**src/design/tkcs_pkg.sv**
```systemverilog
// tkcs_pkg: shared constants, config register indexes and the
// command/status structs that join the controller and the datapath
// no dependencies

package tkcs_pkg;

    // default depth of the sorted value store
    localparam int MAX_TOP_DEFAULT = 512;
    // thresholds honored at most, and threshold registers present
    localparam int MAX_THRESHOLDS  = 6;
    localparam int NUM_THR_REGS    = 6;

    // field widths
    localparam int VALUE_W    = 32;
    localparam int SUM_W      = 41;
    localparam int THR_W      = 10;
    localparam int TCNT_W     = 3;
    localparam int KIDX_W     = 3;
    localparam int CFG_IDX_W  = 3;
    localparam int CFG_DATA_W = 10;

    // config register indexes
    localparam logic [CFG_IDX_W-1:0] CFG_THRESHOLD_COUNT = 3'd0;
    localparam logic [CFG_IDX_W-1:0] CFG_THRESHOLD_FIRST = 3'd1;

    // saturation limit of the running sum
    localparam logic [SUM_W-1:0] SUM_MAX = '1;

    // commands from the controller to the datapath
    typedef struct packed {
        logic item_load;   // latch the accepted input transaction
        logic ins_start;   // pick insertion slot, read its upper neighbor (the smallest value when full)
        logic chk_pass;    // full store: new value beats the smallest, read next
        logic cmp_move;    // shift the neighbor down one slot, read the next one
        logic cmp_place;   // write the new value into its slot
        logic drain_init;  // clear sum, position and threshold pointer
        logic sum_read;    // read the value at the summing position
        logic sum_acc;     // add the read value, advance the position
        logic emit;        // load the output register, advance threshold pointer
        logic col_clear;   // empty the store for the next column
    } tkcs_cmd_t;

    // status from the datapath to the controller
    typedef struct packed {
        logic has;       // latched transaction carries a value
        logic col_end;   // latched transaction ends the column
        logic full;      // store holds its maximum count
        logic drop;      // new value not above the smallest kept value
        logic move;      // neighbor above the slot is smaller than the new value
        logic n_zero;    // no thresholds in use
        logic sum_more;  // more values to add for the current threshold
        logic out_free;  // output register can take a result this cycle
        logic k_last;    // current threshold is the last one in use
    } tkcs_status_t;

endpackage

```
**src/design/tkcs_ctrl.sv**
```systemverilog
// tkcs_ctrl: sequencer for insertion into the sorted store and the
// drain that produces the per-threshold sums
// depends on tkcs_pkg

module tkcs_ctrl
    import tkcs_pkg::*;
(
    input  logic         aclk,
    input  logic         aresetn,
    input  logic         s_valid,
    output logic         s_ready,
    input  tkcs_status_t status,
    output tkcs_cmd_t    cmd
);

    localparam logic [2:0] ST_IDLE   = 3'd0;
    localparam logic [2:0] ST_START  = 3'd1;
    localparam logic [2:0] ST_CHK    = 3'd2;
    localparam logic [2:0] ST_CMP    = 3'd3;
    localparam logic [2:0] ST_SUMCHK = 3'd4;
    localparam logic [2:0] ST_ACC    = 3'd5;
    localparam logic [2:0] ST_EMIT   = 3'd6;

    logic [2:0] state_reg;
    logic [2:0] state_next;

    // state register
    always_ff @(posedge aclk) begin
        if (!aresetn) begin
            state_reg <= ST_IDLE;
        end else begin
            state_reg <= state_next;
        end
    end

    assign s_ready = (state_reg == ST_IDLE);

    // next state and commands
    always_comb begin
        logic ins_done;
        ins_done   = 1'b0;
        cmd        = '0;
        state_next = state_reg;
        case (state_reg)
            ST_IDLE: begin
                if (s_valid) begin
                    cmd.item_load = 1'b1;
                    state_next    = ST_START;
                end
            end
            ST_START: begin
                if (status.has) begin
                    cmd.ins_start = 1'b1;
                    state_next    = status.full ? ST_CHK : ST_CMP;
                end else begin
                    ins_done = 1'b1;
                end
            end
            ST_CHK: begin
                if (status.drop) begin
                    ins_done = 1'b1;
                end else begin
                    cmd.chk_pass = 1'b1;
                    state_next   = ST_CMP;
                end
            end
            ST_CMP: begin
                if (status.move) begin
                    cmd.cmp_move = 1'b1;
                end else begin
                    cmd.cmp_place = 1'b1;
                    ins_done      = 1'b1;
                end
            end
            ST_SUMCHK: begin
                if (status.sum_more) begin
                    cmd.sum_read = 1'b1;
                    state_next   = ST_ACC;
                end else begin
                    state_next = ST_EMIT;
                end
            end
            ST_ACC: begin
                cmd.sum_acc = 1'b1;
                state_next  = ST_SUMCHK;
            end
            ST_EMIT: begin
                if (status.out_free) begin
                    cmd.emit = 1'b1;
                    if (status.k_last) begin
                        cmd.col_clear = 1'b1;
                        state_next    = ST_IDLE;
                    end else begin
                        state_next = ST_SUMCHK;
                    end
                end
            end
            default: begin
                state_next = ST_IDLE;
            end
        endcase

        // insertion finished: idle, or at column end start the drain (clear the store if no thresholds)
        if (ins_done) begin
            if (!status.col_end) begin
                state_next = ST_IDLE;
            end else if (status.n_zero) begin
                cmd.col_clear = 1'b1;
                state_next    = ST_IDLE;
            end else begin
                cmd.drain_init = 1'b1;
                state_next     = ST_SUMCHK;
            end
        end
    end

endmodule

```
**config.mk**
```make
export PLATFORM = sky130hd
export DESIGN_NAME = tkcs_ctrl
export DESIGN_NICKNAME = d
export VERILOG_FILES = /design/src/design/tkcs_pkg.sv /design/src/design/tkcs_ctrl.sv
export SDC_FILE = /design/constraint.sdc
export NUM_CORES = 1
export LEC_CHECK = 0
export BUFFER_PORTS_ARGS = -buffer_cell sky130_fd_sc_hd__buf_2
export CORE_AREA = 2 2 39 41
export DETAILED_ROUTE_END_ITERATION = 10
export DIE_AREA = 0 0 41 43
export MAX_ROUTING_LAYER = met4
export SLEW_MARGIN = 10
export SYNTH_ARGS = -nofsm -noshare
export SYNTH_HDL_FRONTEND = slang
export SYNTH_SLANG_ARGS = --single-unit
```
**constraint.sdc**
```tcl
create_clock -name aclk -period 2.15 [get_ports aclk]
set_clock_uncertainty 0.2 [all_clocks]
set_input_delay 0.215 -clock aclk [delete_from_list [all_inputs] [get_ports aclk]]
set_output_delay 0.215 -clock aclk [all_outputs]
set_load 0.01 [all_outputs]
```
==> flow_metrics.py <==
metrics = {
    "outcome": {
        "status": "finished clean",
    },
    "clocking": {
        "cts_max_level": 1,
        "post_cts_resized": 0,
        "clk_pin_slew_worst_paths_ns": 0.03,
        "clock-root-buffer": "clkbuf_4",
        "cts_num_sinks": 3,
        "cts_setup_buffers": 0,
        "cts_tree": "built",
        "cts_made_buffers": 3,
        "ctsHoldBuffers": 0,
        "clock_latency_ns": 0.23,
        "clockBufferDepth": 2,
    },
    "route": {
        "vias": 396,
        "wl_per_cell_um": 10.76,
        "antenna_left": 0,
        "dr.pass1.iters": 4,
        "drt_iter0_drc": 21,
        "drc": 0,
        "vias_per_cell": 4.829,
        "routed_wirelength_um": 882,
    },
    "grt": {
        "grt_max_degree": 17,
        "grt_pass1_wl_um": 1414,
        "antenna_found_initial": 0,
        "grt_pass1_vias": 361,
        "grt_use_total_pct": 11.72,
        "grt-ovfl-total": 0,
    },
    "finish": {
        "n_fill_cell": 155,
        "nNetsFinal": 79,
        "drive_above_1_share_pct": 45.45,
        "area_delta_synth_final_pct": 46.72,
        "antenna_cells": 0,
        "largest_register_ffs": 3,
        "fin_cells": 82,
    },
    "setup_path": {
        "cp-end-kind": "output port",
        "worstPathCellList": "a21oi_1, a211oi_4, a31o_2, buf_2",
        "critical-path-slowest-cell": "dfxtp_1",
        "crit_fanout": 13,
        "critical_path_class": "flip-flop to output port",
        "worst_setup_path_start_kind": "flip-flop",
        "cp.required_ns": 1.74,
        "crit_path_max_incr_delay_ns": 0.56,
        "arrival_ns": 1.54,
    },
    "logic_synthesis": {
        "synth_top_cell_by_area": "dfxtp_1",
        "synth_cell_types": 26,
        "ys_seq_area_share_pct": 18.53,
        "synth.net_count": 54,
        "synth_top_area_share_pct": 18.53,
        "synth_seq_cells": 3,
        "synth.yosys.warnings": 0,
        "synthTopCellsByArea": "dfxtp_1, and3_1, a211oi_4, a21oi_1, nor4bb_1",
        "syn_area_um2": 324.1,
        "syn_inst": 42,
        "syn_avg_cell_area_um2": 7.716,
    },
    "power_and_ir_drop": {
        "p_seq_share_pct": 23.3,
        "p_clk_share_pct": 18.6,
        "peakVddDrop_mv": 0.4475,
        "switching_share_pct": 43.25,
        "p_leak_uw": 0.0002602,
        "power.density_nw_per_um2": 1070,
        "p_sw_uw": 220.0,
        "intPower_uw": 288.7,
        "p_comb_share_pct": 58.0,
    },
    "timing": {
        "slew_violations": 0,
        "worst_pin_slew_ns": 0.4091,
        "grt_setup_unrepaired": "no",
        "clock.fmax_ghz": 0.5124,
        "min_period_over_period_pct": 90.78,
        "min_period_ns": 1.952,
        "hold_violations": 0,
        "maxSlewHeadroom_pct": 72.69,
        "fin_setup_tns_ns": 0,
        "setup_viol": 0,
    },
    "place": {
        "port_buffers": 22,
        "dp.cells": 78,
        "place_congestion": 0.8441,
        "hpwl_um": 671.8,
    },
    "floorplan": {
        "row_count": 14,
        "die_w_um": 41,
        "coreArea_um2": 1384,
        "die_area_um2": 1763,
        "start_util_pct": 23.42,
        "chipHeight_um": 43,
        "pin_count": 23,
    },
    "hold_path": {
        "hp-class": "input port to flip-flop",
    },
    "job": {
        "drv_cap": 0,
    },
}
-- power by group through the flow --
stage / clock network [uW] / registers (uW) / logic (uW)
after global placement: 0 / 118 / 296
after CTS: 100 / 117 / 295
final: 94.7 / 119 / 295
after global routing: 106 / 121 / 330
after detailed placement: 0 / 118 / 294
after floorplan: 0 / 101 / 224
-- final timing paths --
check | end | start | slack, ns | cells past startpoint
max | cmd[0] | state_reg[0] | 0.20 | 4
min | state_reg[0] | aresetn | 0.04 | 3
max reg2reg | state_reg[0] | state_reg[1] | 0.68 | 4
min reg2reg | state_reg[0] | state_reg[0] | 0.52 | 2
-- per-layer routing --
layer  wire (um)  vias to the layer above  global-route usage (%)
li1            -                      206                       -
met1         405                      174                   15.06
met2         419                       16                   16.25
met3          56                        0                   1.571
met4           0                        0                   8.000
met5           0                        -                       -
-- cell usage in the layout (no fill, tap or decap) --
master / instances
a21o_1: 1
mux2_4: 1
a22oi_1: 1
nor2b_1: 1
or3_1: 1
o41ai_1: 1
nor2_1: 2
clkbuf_4: 3
a31o_2: 1
dfxtp_1: 3
o21ai_0: 2
nand2_1: 2
or2_2: 1
a211oi_4: 1
buf_4: 1
and3_1: 4
inv_1: 3
and4b_1: 1
a41o_1: 1
nor4bb_1: 2
nand3b_1: 1
and4_1: 1
a21oi_1: 4
buf_2: 22
clkbuf_1: 1
nor3_1: 1
nor3b_1: 2
a211oi_1: 1
-- worst max-delay path: cells and delay by family, from the launching register on --
| kind | cells | cell delay (ns) |
|---|---|---|
| AOI/OAI and AO/OA | 3 | 0.63 |
| DFF | 1 | 0.56 |
| buffers and inverters | 1 | 0.12 |
-- cells in the mapped netlist --
library cell and count:
a211oi_1 1, a211oi_4 1, a21o_1 1, a21oi_1 4, a22oi_1 1, a31o_2 1, a41o_1 1, and3_1 4
and4_1 1, and4b_1 1, buf_2 1, clkbuf_1 2, dfxtp_1 3, inv_1 3, mux2_4 1, nand2_1 2
nand3b_1 1, nor2_1 2, nor2b_1 1, nor3_1 1, nor3b_1 2, nor4bb_1 2, o21ai_0 2, o41ai_1 1
or2_2 1, or3_1 1
-- logic make-up (layout without fill, tap and decap cells) --
kind of cell / after synthesis / after routing / synth area share, %
flops: 3 / 3 / 18.53
buf+inv: 6 / 30 / 7.335
mux: 1 / 1 / 4.632
simple gates: 19 / 19 / 38.61
compound gates: 13 / 13 / 30.89
-- cell type report --
cell class | count | area, um2 | area share (%)
tap | 16 | 20.02 | 4.211
inverter | 3 | 11.26 | 2.368
sequential | 3 | 60.06 | 12.63
clock buffer | 4 | 26.28 | 5.526
timing repair buffer | 23 | 117.6 | 24.74
multi-input combinational | 33 | 240.2 | 50.53
-- per-stage QoR --
step	power, uW	hold WS [ns]	util (%)	setup slack [ns]	instance area [um2]
2_1_floorplan	324.7	0.1182	-	0.4898	324.1
3_5_place_dp	412.2	0.2717	32.46	0.4492	449.2
4_1_cts	512.9	0.03246	34.36	0.2030	475.5
6_report	508.7	0.03610	34.36	0.1983	475.5
3_3_place_gp	414.1	0.2616	32.46	0.4464	449.2
5_1_grt	556.5	0.05593	34.36	0.09715	475.5
Power figures use the tool's default switching activity.
